[src/hw/rtl/aod_pkg.sv]
// ----------------------------------------------------------------------------
// aod_pkg
// Shared constants, beat types and helpers for the audio peak / onset / click
// detector.
// ----------------------------------------------------------------------------
package aod_pkg;

    localparam int MAX_CHANNELS = 8;
    localparam int SAMPLE_BITS  = 24;
    localparam int MAG_W        = SAMPLE_BITS - 1;
    localparam int CC_W         = 4;
    localparam int THR_W        = 24;
    localparam int IDX_W        = 32;
    localparam int CFG_W        = 24;
    localparam int CFG_ADDR_W   = 2;
    // frame position storage width (the position+1 compare uses CNT_W)
    localparam int POS_W        = (MAX_CHANNELS > 1) ? $clog2(MAX_CHANNELS) : 1;
    localparam int CNT_W        = $clog2(MAX_CHANNELS + 1);

    localparam logic [CFG_ADDR_W-1:0] REG_CHAN_COUNT  = CFG_ADDR_W'(0);
    localparam logic [CFG_ADDR_W-1:0] REG_SILENCE_THR = CFG_ADDR_W'(1);
    localparam logic [CFG_ADDR_W-1:0] REG_CLICK_THR   = CFG_ADDR_W'(2);

    localparam logic [CC_W-1:0]  CHAN_COUNT_RST  = CC_W'(2);
    localparam logic [THR_W-1:0] SILENCE_THR_RST = THR_W'(0);
    localparam logic [THR_W-1:0] CLICK_THR_RST   = THR_W'(24'h80_0000);

    typedef struct packed {
        logic signed [SAMPLE_BITS-1:0] sample_value;
        logic                          restart;
    } sample_beat_t;

    typedef struct packed {
        logic [IDX_W-1:0] frame_index;
        logic [MAG_W-1:0] peak_in_frame;
        logic [MAG_W-1:0] overall_peak;
        logic             onset_found;
        logic [IDX_W-1:0] onset_at_frame;
        logic             click_seen;
    } result_beat_t;

    // |x|, with the most negative code clamped to the largest positive value
    function automatic logic [MAG_W-1:0] magnitude(input logic [SAMPLE_BITS-1:0] s);
        logic [SAMPLE_BITS-1:0] neg;
        logic [MAG_W-1:0]       m;
        neg = (~s) + SAMPLE_BITS'(1);
        if (!s[SAMPLE_BITS-1])
            m = s[MAG_W-1:0];
        else if (neg[SAMPLE_BITS-1])
            m = '1;
        else
            m = neg[MAG_W-1:0];
        return m;
    endfunction

endpackage

[src/hw/rtl/aod_intf.sv]
// ----------------------------------------------------------------------------
// aod stream interfaces
// Valid/ready channels for sample beats in and analysis beats out.
// ----------------------------------------------------------------------------
interface aod_sample_if
    import aod_pkg::*;
();
    logic                          valid;
    logic                          ready;
    logic signed [SAMPLE_BITS-1:0] sample_value;
    logic                          restart;

    modport source (output valid, output sample_value, output restart, input ready);
    modport sink   (input valid, input sample_value, input restart, output ready);
endinterface

interface aod_result_if
    import aod_pkg::*;
();
    logic             valid;
    logic             ready;
    logic [IDX_W-1:0] frame_index;
    logic [MAG_W-1:0] peak_in_frame;
    logic [MAG_W-1:0] overall_peak;
    logic             onset_found;
    logic [IDX_W-1:0] onset_at_frame;
    logic             click_seen;

    modport source (output valid, output frame_index, output peak_in_frame,
                    output overall_peak, output onset_found, output onset_at_frame,
                    output click_seen, input ready);
    modport sink   (input valid, input frame_index, input peak_in_frame,
                    input overall_peak, input onset_found, input onset_at_frame,
                    input click_seen, output ready);
endinterface

[src/hw/rtl/aod_in_stage.sv]
// ----------------------------------------------------------------------------
// aod_in_stage
// Input register: captures one sample beat and holds it until the analysis
// stage consumes it.
// ----------------------------------------------------------------------------
module aod_in_stage
    import aod_pkg::*;
(
    input  logic         clk,
    input  logic         rst_n,
    input  logic         in_valid,
    input  sample_beat_t in_beat,
    output logic         in_ready,
    output logic         out_valid,
    output sample_beat_t out_beat,
    input  logic         advance
);

    logic         valid_reg;
    sample_beat_t beat_reg;

    assign in_ready  = !valid_reg || advance;
    assign out_valid = valid_reg;
    assign out_beat  = beat_reg;

    always_ff @(posedge clk or negedge rst_n)
    begin
        if (!rst_n)
        begin
            valid_reg <= 1'b0;
        end
        else if (in_ready)
        begin
            valid_reg <= in_valid;
        end
    end

    always_ff @(posedge clk)
    begin
        if (in_valid && in_ready)
        begin
            beat_reg <= in_beat;
        end
    end

endmodule

[src/hw/rtl/aod_core.sv]
// ----------------------------------------------------------------------------
// aod_core
// Config registers, running analysis state and the result register. One
// sample beat is folded into the state per cycle while the result is not stalled.
// ----------------------------------------------------------------------------
module aod_core
    import aod_pkg::*;
(
    input  logic                  clk,
    input  logic                  rst_n,
    input  logic                  cfg_we,
    input  logic [CFG_ADDR_W-1:0] cfg_index,
    input  logic [CFG_W-1:0]      cfg_data,
    input  logic                  s_valid,
    input  sample_beat_t          s_beat,
    output logic                  s_advance,
    output logic                  res_valid,
    output result_beat_t          res_beat,
    input  logic                  res_ready
);

    logic [CC_W-1:0]  cc_reg;
    logic [THR_W-1:0] sil_thr_reg;
    logic [THR_W-1:0] clk_thr_reg;

    logic [POS_W-1:0] pos_reg,  pos_next;
    logic [MAG_W-1:0] cfp_reg,  cfp_next;
    logic [MAG_W-1:0] pfp_reg,  pfp_next;
    logic [MAG_W-1:0] pso_reg,  pso_next;
    logic             ov_reg,   ov_next;
    logic [IDX_W-1:0] oi_reg,   oi_next;
    logic             click_reg, click_next;
    logic [IDX_W-1:0] fc_reg,   fc_next;

    logic             out_valid_reg, out_valid_next;
    result_beat_t     out_beat_reg,  out_beat_next;

    logic             fire;
    logic [CNT_W-1:0] eff;
    logic [CNT_W-1:0] pos_inc;
    logic             done;
    logic [MAG_W-1:0] mag;
    logic [MAG_W-1:0] cfp_b, pfp_b, pso_b, cfp_new, pso_new, diff;
    logic [IDX_W-1:0] oi_b, fc_b;
    logic             ov_b, click_b, onset_hit, click_hit;

    assign s_advance = !out_valid_reg || res_ready;
    assign fire      = s_valid && s_advance;
    assign res_valid = out_valid_reg;
    assign res_beat  = out_beat_reg;

    always_ff @(posedge clk or negedge rst_n)
    begin
        if (!rst_n)
        begin
            cc_reg      <= CHAN_COUNT_RST;
            sil_thr_reg <= SILENCE_THR_RST;
            clk_thr_reg <= CLICK_THR_RST;
        end
        else if (cfg_we)
        begin
            unique case (cfg_index)
                REG_CHAN_COUNT:  cc_reg      <= cfg_data[CC_W-1:0];
                REG_SILENCE_THR: sil_thr_reg <= cfg_data[THR_W-1:0];
                REG_CLICK_THR:   clk_thr_reg <= cfg_data[THR_W-1:0];
                default:         ;
            endcase
        end
    end

    always_comb
    begin
        if (cc_reg == '0)
            eff = CNT_W'(1);
        else if (int'(cc_reg) > MAX_CHANNELS)
            eff = CNT_W'(MAX_CHANNELS);
        else
            eff = CNT_W'(cc_reg);
    end

    always_comb
    begin
        // restart clears the state ahead of this sample
        cfp_b   = s_beat.restart ? '0   : cfp_reg;
        pfp_b   = s_beat.restart ? '0   : pfp_reg;
        pso_b   = s_beat.restart ? '0   : pso_reg;
        ov_b    = s_beat.restart ? 1'b0 : ov_reg;
        oi_b    = s_beat.restart ? '0   : oi_reg;
        click_b = s_beat.restart ? 1'b0 : click_reg;
        fc_b    = s_beat.restart ? '0   : fc_reg;
        pos_inc = (s_beat.restart ? CNT_W'(0) : CNT_W'(pos_reg)) + CNT_W'(1);

        mag     = magnitude(s_beat.sample_value);
        cfp_new = (mag > cfp_b) ? mag : cfp_b;
        pso_new = (mag > pso_b) ? mag : pso_b;
        done    = (pos_inc >= eff);

        onset_hit = !ov_b && ({1'b0, cfp_new} >= sil_thr_reg);
        diff      = (cfp_new >= pfp_b) ? (cfp_new - pfp_b) : (pfp_b - cfp_new);
        click_hit = (fc_b != '0) && ({1'b0, diff} >= clk_thr_reg);

        pos_next   = pos_reg;
        cfp_next   = cfp_reg;
        pfp_next   = pfp_reg;
        pso_next   = pso_reg;
        ov_next    = ov_reg;
        oi_next    = oi_reg;
        click_next = click_reg;
        fc_next    = fc_reg;

        out_valid_next = res_ready ? 1'b0 : out_valid_reg;
        out_beat_next  = out_beat_reg;

        if (fire)
        begin
            pso_next   = pso_new;
            pfp_next   = pfp_b;
            ov_next    = ov_b;
            oi_next    = oi_b;
            click_next = click_b;
            fc_next    = fc_b;
            if (!done)
            begin
                pos_next = pos_inc[POS_W-1:0];
                cfp_next = cfp_new;
            end
            else
            begin
                pos_next = '0;
                cfp_next = '0;
                pfp_next = cfp_new;
                if (onset_hit)
                begin
                    ov_next = 1'b1;
                    oi_next = fc_b;
                end
                if (click_hit)
                    click_next = 1'b1;
                if (fc_b != '1)
                    fc_next = fc_b + IDX_W'(1);

                out_valid_next               = 1'b1;
                out_beat_next.frame_index    = fc_b;
                out_beat_next.peak_in_frame  = cfp_new;
                out_beat_next.overall_peak   = pso_new;
                out_beat_next.onset_found    = ov_b || onset_hit;
                out_beat_next.onset_at_frame = onset_hit ? fc_b : oi_b;
                out_beat_next.click_seen     = click_b || click_hit;
            end
        end
    end

    always_ff @(posedge clk or negedge rst_n)
    begin
        if (!rst_n)
        begin
            pos_reg       <= '0;
            cfp_reg       <= '0;
            pfp_reg       <= '0;
            pso_reg       <= '0;
            ov_reg        <= 1'b0;
            oi_reg        <= '0;
            click_reg     <= 1'b0;
            fc_reg        <= '0;
            out_valid_reg <= 1'b0;
        end
        else
        begin
            pos_reg       <= pos_next;
            cfp_reg       <= cfp_next;
            pfp_reg       <= pfp_next;
            pso_reg       <= pso_next;
            ov_reg        <= ov_next;
            oi_reg        <= oi_next;
            click_reg     <= click_next;
            fc_reg        <= fc_next;
            out_valid_reg <= out_valid_next;
        end
    end

    always_ff @(posedge clk)
    begin
        out_beat_reg <= out_beat_next;
    end

endmodule

[src/hw/rtl/audio_peak_onset_click_detector.sv]
// Audio peak / onset / click detector. Interleaved signed 24-bit samples come in
// on the sample channel, one beat per cycle at full rate; every channel-count
// samples form a frame, and the beat that closes a frame produces one analysis
// beat (frame peak, overall peak, onset and sticky click flag) on the result
// channel. The closing sample is first held in the input register, then the
// analysis logic loads the result register and raises result valid. A stalled
// result holds off the sample channel. Restart on a sample clears the running
// state before that sample is used. Config writes are meant for idle periods
// only.
// ----------------------------------------------------------------------------
// audio_peak_onset_click_detector
// Top level: input register stage plus analysis core.
// ----------------------------------------------------------------------------
module audio_peak_onset_click_detector
    import aod_pkg::*;
(
    input  logic                  clk,
    input  logic                  rst_n,
    input  logic                  cfg_we,
    input  logic [CFG_ADDR_W-1:0] cfg_index,
    input  logic [CFG_W-1:0]      cfg_data,
    aod_sample_if.sink            samples,
    aod_result_if.source          results
);

    sample_beat_t in_beat;
    sample_beat_t s_beat;
    result_beat_t r_beat;
    logic         s_valid;
    logic         s_advance;

    assign in_beat.sample_value = samples.sample_value;
    assign in_beat.restart      = samples.restart;

    aod_in_stage u_in_stage (
        .clk       (clk),
        .rst_n     (rst_n),
        .in_valid  (samples.valid),
        .in_beat   (in_beat),
        .in_ready  (samples.ready),
        .out_valid (s_valid),
        .out_beat  (s_beat),
        .advance   (s_advance)
    );

    aod_core u_core (
        .clk       (clk),
        .rst_n     (rst_n),
        .cfg_we    (cfg_we),
        .cfg_index (cfg_index),
        .cfg_data  (cfg_data),
        .s_valid   (s_valid),
        .s_beat    (s_beat),
        .s_advance (s_advance),
        .res_valid (results.valid),
        .res_beat  (r_beat),
        .res_ready (results.ready)
    );

    assign results.frame_index    = r_beat.frame_index;
    assign results.peak_in_frame  = r_beat.peak_in_frame;
    assign results.overall_peak   = r_beat.overall_peak;
    assign results.onset_found    = r_beat.onset_found;
    assign results.onset_at_frame = r_beat.onset_at_frame;
    assign results.click_seen     = r_beat.click_seen;

endmodule

[src/flat_wrapper.sv]
// flat-port wrapper written by rule: the top's interface ports become plain ports
module audio_peak_onset_click_detector_flat import aod_pkg::*;
  (clk, rst_n, cfg_we, cfg_index, cfg_data, samples_valid, samples_sample_value, samples_restart, samples_ready, results_valid, results_frame_index, results_peak_in_frame, results_overall_peak, results_onset_found, results_onset_at_frame, results_click_seen, results_ready);
  aod_sample_if samples_i ();
  aod_result_if results_i ();
  input  logic clk;
  input  logic rst_n;
  input  logic cfg_we;
  input  logic [CFG_ADDR_W-1:0] cfg_index;
  input  logic [CFG_W-1:0] cfg_data;
  input wire logic [$bits(samples_i.valid)-1:0] samples_valid;
  input wire logic [$bits(samples_i.sample_value)-1:0] samples_sample_value;
  input wire logic [$bits(samples_i.restart)-1:0] samples_restart;
  output wire logic [$bits(samples_i.ready)-1:0] samples_ready;
  output wire logic [$bits(results_i.valid)-1:0] results_valid;
  output wire logic [$bits(results_i.frame_index)-1:0] results_frame_index;
  output wire logic [$bits(results_i.peak_in_frame)-1:0] results_peak_in_frame;
  output wire logic [$bits(results_i.overall_peak)-1:0] results_overall_peak;
  output wire logic [$bits(results_i.onset_found)-1:0] results_onset_found;
  output wire logic [$bits(results_i.onset_at_frame)-1:0] results_onset_at_frame;
  output wire logic [$bits(results_i.click_seen)-1:0] results_click_seen;
  input wire logic [$bits(results_i.ready)-1:0] results_ready;
  assign samples_i.valid = samples_valid;
  assign samples_i.sample_value = samples_sample_value;
  assign samples_i.restart = samples_restart;
  assign samples_ready = samples_i.ready;
  assign results_valid = results_i.valid;
  assign results_frame_index = results_i.frame_index;
  assign results_peak_in_frame = results_i.peak_in_frame;
  assign results_overall_peak = results_i.overall_peak;
  assign results_onset_found = results_i.onset_found;
  assign results_onset_at_frame = results_i.onset_at_frame;
  assign results_click_seen = results_i.click_seen;
  assign results_i.ready = results_ready;
  audio_peak_onset_click_detector u_core (.clk(clk), .rst_n(rst_n), .cfg_we(cfg_we), .cfg_index(cfg_index), .cfg_data(cfg_data), .samples(samples_i), .results(results_i));
endmodule
[config.mk]
export PLATFORM = sky130hd
export DESIGN_NAME = audio_peak_onset_click_detector_flat
export DESIGN_NICKNAME = d
export VERILOG_FILES = /design/src/hw/rtl/aod_pkg.sv /design/src/hw/rtl/aod_intf.sv /design/src/hw/rtl/aod_in_stage.sv /design/src/hw/rtl/aod_core.sv /design/src/hw/rtl/audio_peak_onset_click_detector.sv /design/src/flat_wrapper.sv
export SDC_FILE = /design/constraint.sdc
export NUM_CORES = 1
export LEC_CHECK = 0
export BUFFER_PORTS_ARGS = -buffer_cell sky130_fd_sc_hd__buf_2
export CAP_MARGIN = 40
export CORE_MARGIN = 2
export CORE_UTILIZATION = 46
export CTS_BUF_LIST = sky130_fd_sc_hd__clkbuf_8
export CTS_CLUSTER_SIZE = 40
export DETAILED_ROUTE_END_ITERATION = 8
export PLACE_DENSITY_LB_ADDON = 0.2
export SYNTH_ARGS = -nofsm -noshare
export SYNTH_HDL_FRONTEND = slang
export SYNTH_SLANG_ARGS = --single-unit
[constraint.sdc]
create_clock -name clk -period 8.38 [get_ports clk]
set_input_delay 1.257 -clock clk [delete_from_list [all_inputs] [get_ports clk]]
set_output_delay 1.257 -clock clk [all_outputs]
set_load 0.005 [all_outputs]
==> reports/results.ini, run 1 <==
[finish]
post-route-cell-area_sq_mm=0.02359
stdcell_count=2765
largest_reg_flops=112
final_cell_mix=nand2_1, dfrtp_1, buf_2
drive_above_1_share_pct=27.04
n_antenna_cell=0
area_growth_pct=22.05
layout.nets=2381
fill_cells=3722
final_common_cell=nand2_1

[worst_setup_path]
cp.buffers_inverters=6
worstPathArrival_ns=8.50
r2r_setup_slack_ns=0.26
crit_fanout=6
slowest_delay_ns=0.54
worstSetupPathType=register to register
reg2reg_depth=37
cp.required_ns=8.76
worstSetupStartpoint=u_core.u_in_stage.out_beat[8]
worst_setup_path_start_kind=register
endpoint_kind=register
cp_num_cells=37
critical_path.top_delay_family=simple AND/OR/NAND/NOR gates
crit_slowest_cell=or4_4
worstReg2RegStart=u_core.u_in_stage.out_beat[8]
reg2reg_to=u_core.u_core.res_beat[0]
crit_end=u_core.u_core.res_beat[0]

[clock_network]
clkLatencyLatePin_ns=0.65
clockBufferDepth=3
cts_tree=done
root_buffer=clkbuf_8
cts_sinks=329
ctsHtreeMaxLevel=2
clkTransAtPathRegs_ns=0.06
numCtsBuffers=56

[sta]
fin_crit_sh_pct=96.88
clock.fmax_ghz=0.1232
period_minus_slack_ns=8.119
finalWorstSetupSlack_ns=0.2612
maxSlewHeadroom_pct=47.13
skew_ns=0.01571
hold_viol=0
worst_slew_pin_slew_ns=0.7930
setup_viol=0
rsz0062_at_grt=true
finalHoldWorstSlack_ns=0.4945
finalMaxSlewViolations=0

[floorplan]
core-area_sq_mm=0.04167
die_h_um=209.0
design.die.area_sq_mm=0.04366
fp-row-count=75
boundaryPins=170
start_util_pct=46.38
die_x_um=209.0

[placed_design]
place_area_sq_mm=0.02165
gp_congestion=0.8936
dp.final_hpwl_um=39390
dp_cells=2640
place_ws_ns=-0.3593
numPortBuffers=169

[grt]
grt_pass1_wl_um=84500
grt_usage_pct=24.26
first_global_vias=15690
grt-ovfl-total=0
grt_max_degree=78
antenna_found_initial=0

[pwr]
power_density_mw_per_mm2=346.7
leakagePower_nw=10.54
total_power_mw=8.178
vdd_ir_drop_max_uv=159.0

[route]
drt-pass1-iter-count=5
wirelength_um=53490
dr_total_vias=15600
drc=0
wire_per_inst_um=19.34
vias_per_cell=5.641
postRouteAntennaNets=0
first_iter_violations=1028

[synth]
ys_seq_area_share_pct=46.17
synth.avg_cell_area_sq_um=10.22
synth_edf_count=137
ys_warn_count=0
yosys-top-cells-area=dfrtp_1, edfxtp_1, ha_1
synth_nets=2092
syn-cell-area_sq_mm=0.01932
async_flop_share_pct=58.36
synth_cell_type_count=77
yosys.area.top_type=dfrtp_1
ys_ff_latch=329
synth.top_cell.area_share_pct=24.61
synthFlopType=dfrtp_1
syn_inst=1890

[worst_hold_path]
holdCritPathClass=register to register
holdPathStages=2

[status]
outcome=completed

[job]
max_cap_violations=0

==> timing repair <==
item                       in CTS  in global routing
resized for setup              18                 70
cloned                          0                  3
hold buffers                    0                  0
pin swaps                       8                 22
setup buffers                   2                 15
setup endpoints to repair       2                  2
==> cells in the mapped netlist, types with 14 or more instances <==
cell / n
a211oi_1: 16
a21o_1: 20
a21oi_1: 81
a22o_1: 32
clkbuf_1: 76
dfrtp_1: 190
edfxtp_1: 137
ha_1: 144
inv_1: 112
mux2_2: 72
mux2i_1: 86
nand2_1: 239
nand2b_1: 14
nand3_1: 59
nand4_1: 30
nor2_1: 109
nor2b_1: 46
nor3_1: 24
nor4_1: 22
o21ai_0: 91
o221ai_2: 18
xnor2_1: 24
xor2_1: 27
==> worst register-to-register path: cells and delay by family, from the launching register on <==
family | cells | cell delay (ns)
AOI/OAI and AO/OA | 10 | 1.37
buffers and inverters | 6 | 0.76
DFF | 1 | 0.40
and+or+nand+nor | 16 | 3.95
adders and majority gates | 3 | 0.84
muxes | 2 | 0.51
==> through the flow <==
step           utilization, %  setup TNS [ns]
6_report                56.61               0
5_1_grt                 56.61         -0.1639
4_1_cts                 55.34               0
3_5_place_dp            51.97         -0.6359
3_3_place_gp            51.85         -0.1655
2_1_floorplan               -               0
==> kinds of logic (layout without fill, tap and decap cells) <==
kind of cell	Yosys count	in the layout	synth area share, %
DFF	329	329	46.17
muxes	158	158	8.651
AOI/OAI and AO/OA	375	375	13.57
buffers and inverters	214	550	4.396
adders and majority gates	147	147	9.583
xor gates and xnor gates	51	51	2.312
and+or+nand+nor	616	616	15.33
==> layout make-up <==
class                   instances  area [sq um]  area share (%)
well taps                     539         674.4           2.859
clock inverters                45         471.7           2.000
inverters                     112         422.9           1.793
repair buffers                333          2223           9.427
flip-flops and latches        329          8921           37.82
clock buffers                  60         825.8           3.501
multi-input cells            1347         10050           42.59
==> where the power goes <==
part / internal (mW) / total (mW) / leakage [nW] / switching (mW)
Clock: 0.979 / 1.68 / 0.694 / 0.703
Sequential: 2.11 / 2.28 / 3.78 / 0.176
Combinational: 1.89 / 4.21 / 6.06 / 2.33
==> per-layer routing <==
| layer | global-route usage (%) | share of wire (%) | up-vias |
|---|---|---|---|
| met4 | 8.079 | 2.6 | 0 |
| met5 | 0 | 0 | - |
| li1 | - | - | 7445 |
| met2 | 42.10 | 50 | 405 |
| met3 | 3.953 | 4.3 | 87 |
| met1 | 30.86 | 43 | 7661 |
==> how the worst min path moves through the flow <==
| stage | startpoint | to |
|---|---|---|
| 2_1_floorplan | u_core.u_core.pos_reg[1] | u_core.u_core.pos_reg[1] |
| 3_3_place_gp | u_core.u_core.pos_reg[1] | u_core.u_core.pos_reg[1] |
| 3_5_place_dp | u_core.u_core.click_reg | u_core.u_core.click_reg |
| 4_1_cts | u_core.u_core.click_reg | u_core.u_core.click_reg |
| 5_1_grt | u_core.u_core.click_reg | u_core.u_core.click_reg |
| 6_report | u_core.u_core.pos_reg[1] | u_core.u_core.pos_reg[1] |
Note: power is estimated with default switching activity, not from simulation.
==> inputs of run 2 (changes only) <==
- CORE_UTILIZATION: 46 -> 50
==> reports/results.ini, run 2 (synthesis results as in run 1) <==
[placed_design]
place_area_sq_mm=0.02213  ; was 0.02165 sq mm
place_ws_ns=-0.3926  ; was -0.3593 ns
gp_congestion=0.9335  ; was 0.8936
dp_cells=2688  ; was 2640
numPortBuffers=169  ; unchanged
dp.final_hpwl_um=39990  ; was 39390 um

[finish]
fin_util_pct=63.13  ; was 56.61%
stdcell_count=2821  ; was 2765
layout.nets=2460  ; was 2381
area_growth_pct=25.38  ; was 22.05%
final_cell_mix=nand2_1, buf_4, dfrtp_1  ; was nand2_1, dfrtp_1, buf_2
largest_reg_flops=112  ; unchanged
n_antenna_cell=0  ; unchanged
drive_above_1_share_pct=30.00  ; was 27.04%
final_common_cell=nand2_1  ; unchanged
post-route-cell-area_sq_mm=0.02423  ; was 0.02359 sq mm

[status]
outcome=completed  ; unchanged

[worst_setup_path]
crit_fanout=8  ; was 6
cp.buffers_inverters=8  ; was 6
r2r_setup_slack_ns=0.13  ; was 0.26 ns
worstSetupPathType=register to register  ; unchanged
crit_slowest_cell=or4_4  ; unchanged
worst_setup_path_start_kind=register  ; unchanged
crit_end=u_core.u_core.res_beat[0]  ; unchanged
cp_num_cells=38  ; was 37
reg2reg_depth=38  ; was 37
worstSetupStartpoint=u_core.u_in_stage.out_beat[9]  ; was u_core.u_in_stage.out_beat[8]
worstReg2RegStart=u_core.u_in_stage.out_beat[9]  ; was u_core.u_in_stage.out_beat[8]
slowest_delay_ns=0.56  ; was 0.54 ns
critical_path.top_delay_family=simple AND/OR/NAND/NOR gates  ; unchanged
endpoint_kind=register  ; unchanged
worstPathArrival_ns=8.64  ; was 8.50 ns
cp.required_ns=8.77  ; was 8.76 ns
reg2reg_to=u_core.u_core.res_beat[0]  ; unchanged

[clock_network]
cts.hold.buffers_added=0  ; unchanged
ctsHtreeMaxLevel=2  ; unchanged
clkLatencyLatePin_ns=0.68  ; was 0.65 ns
cts_sinks=329  ; unchanged
numCtsBuffers=53  ; was 56
clockBufferDepth=3  ; unchanged
cts_tree=done  ; unchanged
clkTransAtPathRegs_ns=0.06  ; about the same
root_buffer=clkbuf_8  ; unchanged

[floorplan]
die_h_um=200.6  ; was 209.0 um
die_x_um=200.6  ; was 209.0 um
design.die.area_sq_mm=0.04024  ; was 0.04366 sq mm
boundaryPins=170  ; unchanged
core-area_sq_mm=0.03838  ; was 0.04167 sq mm
fp-row-count=72  ; was 75
start_util_pct=50.35  ; was 46.38%

[sta]
skew_ns=0.03252  ; was 0.01571 ns
maxSlewHeadroom_pct=42.40  ; was 47.13%
fin_crit_sh_pct=98.48  ; was 96.88%
setup_viol=0  ; unchanged
finalWorstSetupSlack_ns=0.1276  ; was 0.2612 ns
clock.fmax_ghz=0.1212  ; was 0.1232 GHz
period_minus_slack_ns=8.252  ; was 8.119 ns
worst_slew_pin_slew_ns=0.8640  ; was 0.7930 ns
rsz0062_at_grt=true  ; unchanged
hold_viol=0  ; unchanged
finalMaxSlewViolations=0  ; unchanged

[grt]
first_global_vias=15800  ; was 15690
antenna_found_initial=0  ; unchanged
grt_pass1_wl_um=86330  ; was 84500 um
grt_usage_pct=26.87  ; was 24.26%
grt-ovfl-total=0  ; unchanged
grt_max_degree=100  ; was 78

[pwr]
leakagePower_nw=10.88  ; was 10.54 nW
total_power_mw=8.284  ; was 8.178 mW
power_density_mw_per_mm2=341.9  ; was 346.7 mW/mm^2
vdd_ir_drop_max_uv=221.1  ; was 159.0 uV

[route]
postRouteAntennaNets=0  ; unchanged
wirelength_um=55040  ; was 53490 um
drt-pass1-iter-count=5  ; unchanged
wire_per_inst_um=19.51  ; was 19.34 um
vias_per_cell=5.708  ; was 5.641
dr_total_vias=16100  ; was 15600
first_iter_violations=1142  ; was 1028
drc=0  ; unchanged

[job]
max_cap_violations=0  ; unchanged

[worst_hold_path]
holdPathStages=2  ; unchanged
holdCritPathClass=register to register  ; unchanged

run 2: cell types whose count changed in the layout (fill, tap and decap cells not counted), moves of 8 or more:
cell,before,now
inv_1,115,124
ha_1,138,127
bufinv_16,10,2
ha_4,5,16
clkinv_2,15,6
buf_4,149,229
run 2: layer usage:
metal / wire length (um) / global-route usage, %
met5: 0 / 0
met3: 3302 / 4.448
met4: 1602 / 8.333
met1: 24390 / 37.08
met2: 25750 / 43.61
run 2: final cells by class:
cell class,count,area [sq um]
fillers,3199,14150
multi-input cells,1347,10250
flip-flops and latches,329,8921
repair buffers,415,2868
clock buffers,64,880.8
well taps,518,648.1
inverters,112,422.9
clock inverters,36,231.5
run 2: worst min-delay path, stage by stage, from the launching register on:
cell and delay (ns):
dfrtp_1 0.34, nand2_1 0.05, o21ai_0 0.06
run 2: how the worst min path moves through the flow:
stage               slack, ns                             to                           from
floorplan                0.44       u_core.u_core.pos_reg[1]       u_core.u_core.pos_reg[1]
global placement         0.46       u_core.u_core.pos_reg[1]       u_core.u_core.pos_reg[1]
detailed placement       0.48       u_core.u_core.pfp_reg[8]       u_core.u_core.pfp_reg[8]
CTS                      0.49       u_core.u_core.pos_reg[1]       u_core.u_core.pos_reg[1]
global route             0.52  u_core.u_core.sil_thr_reg[16]  u_core.u_core.sil_thr_reg[16]
finish                   0.49       u_core.u_core.pos_reg[1]       u_core.u_core.pos_reg[1]
run 2: timing repair:
item,4_1_cts,5_1_grt
setup buffers,5,27
endpoints found under the hold margin,0,0
pin swaps,1,31
gates resized for setup,16,118
gates cloned,0,2
setup endpoints to repair,2,2
run 2: report_power, final:
part           switching (mW)  internal, mW
sequential              0.175          2.11
clock                   0.683         0.763
combinational            2.44          2.11
run 2: stage by stage:
step                      hold WS, ns  setup TNS, ns
after floorplan                0.4422              0
after global placement         0.4555        -0.1358
after detailed placement       0.4789        -0.6368
after CTS                      0.4933              0
after global routing           0.5151        -0.2469
final                          0.4887              0
==> inputs of run 3 (changes only) <==
--- a/config.mk
+++ b/config.mk
@@ -15,2 +15,3 @@
 export PLACE_DENSITY_LB_ADDON = 0.2
+export REMOVE_ABC_BUFFERS = 1
 export SYNTH_ARGS = -nofsm -noshare
--- a/constraint.sdc
+++ b/constraint.sdc
@@ -3,2 +3,2 @@
 set_output_delay 1.257 -clock clk [all_outputs]
-set_load 0.005 [all_outputs]
+set_load 0.1 [all_outputs]
==> reports/results.ini, run 3 (synthesis results as in run 1) <==
[status]
outcome=completed  ; unchanged

[grt]
grt_usage_pct=25.50  ; was 26.87%
grt-ovfl-total=0  ; unchanged
grt_pass1_wl_um=82770  ; was 86330 um
antenna_found_initial=0  ; unchanged
grt_max_degree=64  ; was 100
first_global_vias=15710  ; was 15800

[floorplan]
boundaryPins=170  ; unchanged
die_h_um=200.6  ; unchanged
start_util_pct=50.35  ; unchanged
core-area_sq_mm=0.03838  ; unchanged
fp-row-count=72  ; unchanged
design.die.area_sq_mm=0.04024  ; unchanged
die_x_um=200.6  ; unchanged

[sta]
skew_ns=0.05469  ; was 0.03252 ns
worst_slew_pin_slew_ns=0.8284  ; was 0.8640 ns
tns_ns=0  ; unchanged
rsz0062_at_grt=true  ; unchanged
clock.fmax_ghz=0.1220  ; was 0.1212 GHz
hold_viol=0  ; unchanged
fin_crit_sh_pct=97.83  ; was 98.48%
finalMaxSlewViolations=0  ; unchanged
setup_viol=0  ; unchanged
maxSlewHeadroom_pct=44.77  ; was 42.40%
period_minus_slack_ns=8.198  ; was 8.252 ns

[route]
first_iter_violations=864  ; was 1142
wirelength_um=52130  ; was 55040 um
vias_per_cell=5.680  ; was 5.708
drt-pass1-iter-count=7  ; was 5
dr_wl_met2_um=26070  ; was 25750 um
dr_total_vias=15770  ; was 16100
highest-signal-layer=met4  ; unchanged
wire_per_inst_um=18.77  ; was 19.51 um
drc=0  ; unchanged
dr_wl_met3_um=2055  ; was 3302 um
wl_met1_um=22180  ; was 24390 um
postRouteAntennaNets=0  ; unchanged

[finish]
area_growth_pct=24.48  ; was 25.38%
post-route-cell-area_sq_mm=0.02405  ; was 0.02423 sq mm
layout.nets=2414  ; was 2460
final_common_cell=nand2_1  ; unchanged
largest_reg_flops=112  ; unchanged
drive_above_1_share_pct=28.82  ; was 30.00%
final_cell_mix=nand2_1, dfrtp_1, buf_4  ; was nand2_1, buf_4, dfrtp_1
stdcell_count=2777  ; was 2821
n_antenna_cell=0  ; unchanged
fill_cells=3199  ; unchanged

[pwr]
leakagePower_nw=10.75  ; was 10.88 nW
power_density_mw_per_mm2=386.7  ; was 341.9 mW/mm^2
total_power_mw=9.301  ; was 8.284 mW
vdd_ir_drop_max_uv=255.6  ; was 221.1 uV

[worst_setup_path]
crit_fanout=7  ; was 8
worst_setup_path_start_kind=register  ; unchanged
worstSetupPathType=register to register  ; unchanged
timing.critical_path.mode_cell=buf_4
crit_slowest_cell=or4b_4  ; was or4_4
slowest_delay_ns=0.51  ; was 0.56 ns
endpoint_kind=register  ; unchanged
critical_path.top_delay_family=simple AND/OR/NAND/NOR gates  ; unchanged
cp.buffers_inverters=10  ; was 8
cp.required_ns=8.80  ; was 8.77 ns
worstPathArrival_ns=8.61  ; was 8.64 ns

[clock_network]
cts_tree=done  ; unchanged
clkLatencyLatePin_ns=0.69  ; was 0.68 ns
root_buffer=clkbuf_8  ; unchanged
clockBufferDepth=3  ; unchanged
ctsHtreeMaxLevel=2  ; unchanged
cts_sinks=329  ; unchanged
clkTransAtPathRegs_ns=0.07  ; was 0.06 ns
numCtsBuffers=55  ; was 53

[job]
max_cap_violations=0  ; unchanged

[placed_design]
gp_congestion=0.9013  ; was 0.9335
place_area_sq_mm=0.02178  ; was 0.02213 sq mm
numPortBuffers=169  ; unchanged
dp.final_hpwl_um=37930  ; was 39990 um
dp_cells=2642  ; was 2688

[worst_hold_path]
holdCritPathClass=register to register  ; unchanged

[run 3: routing by layer]
metal	vias up	track usage, %
met5	-	0
met4	0	10.53
met3	113	3.231
met2	414	43.91
met1	7710	32.60
li1	7535	-
[run 3: cell type report]
class	count	area (sq um)	share of cell area (%)
clock buffers	62	853.3	3.548
flip-flops and latches	329	8921	37.09
multi-input cells	1347	10140	42.16
inverters	112	422.9	1.758
clock inverters	42	539.3	2.242
repair buffers	367	2527	10.51
well taps	518	648.1	2.695
[run 3: power breakdown]
group	internal, mW	switching [mW]
clock	1.07	0.719
combinational	2.01	3.23
sequential	2.11	0.171
total	5.18	4.12
[run 3: timing repair]
item | 4_1_cts | 5_1_grt
setup buffers | 2 | 27
pin swaps | 1 | 30
cloned | 0 | 3
resized for setup | 9 | 114
hold buffers | 0 | 0
endpoints found under the setup margin | 2 | 2
[run 3: per-stage QoR]
stage	hold WS (ns)	worst slack [ns]	utilization (%)
finish	0.4805	0.1822	62.68
global route	0.5168	-0.08534	62.68
CTS	0.4890	0.05371	60.52
detailed placement	0.4750	-0.3291	56.76
global placement	0.4619	-0.05180	56.55
floorplan	0.4422	-5.212	-
[run 3: worst paths after layout]
check / start / endpoint / slack [ns] / cells past startpoint
max: u_core.u_in_stage.out_beat[1] / u_core.u_core.res_beat[0] / 0.18 / 41
min: u_core.u_core.pos_reg[1] / u_core.u_core.pos_reg[1] / 0.48 / 2
max reg2reg: u_core.u_in_stage.out_beat[1] / u_core.u_core.res_beat[0] / 0.18 / 41
min reg2reg: u_core.u_core.pos_reg[1] / u_core.u_core.pos_reg[1] / 0.48 / 2
max in group asynchronous: rst_n / u_core.u_core.pfp_reg[1] / 6.62 / 3
min in group asynchronous: rst_n / u_core.u_core.clk_thr_reg[0] / 0.58 / 1
[run 3: worst min-delay path: cells and delay by family (launching register included)]
kind	cells	cell delay [ns]
and+or+nand+nor	1	0.04
DFF	1	0.34
AOI/OAI and AO/OA	1	0.06
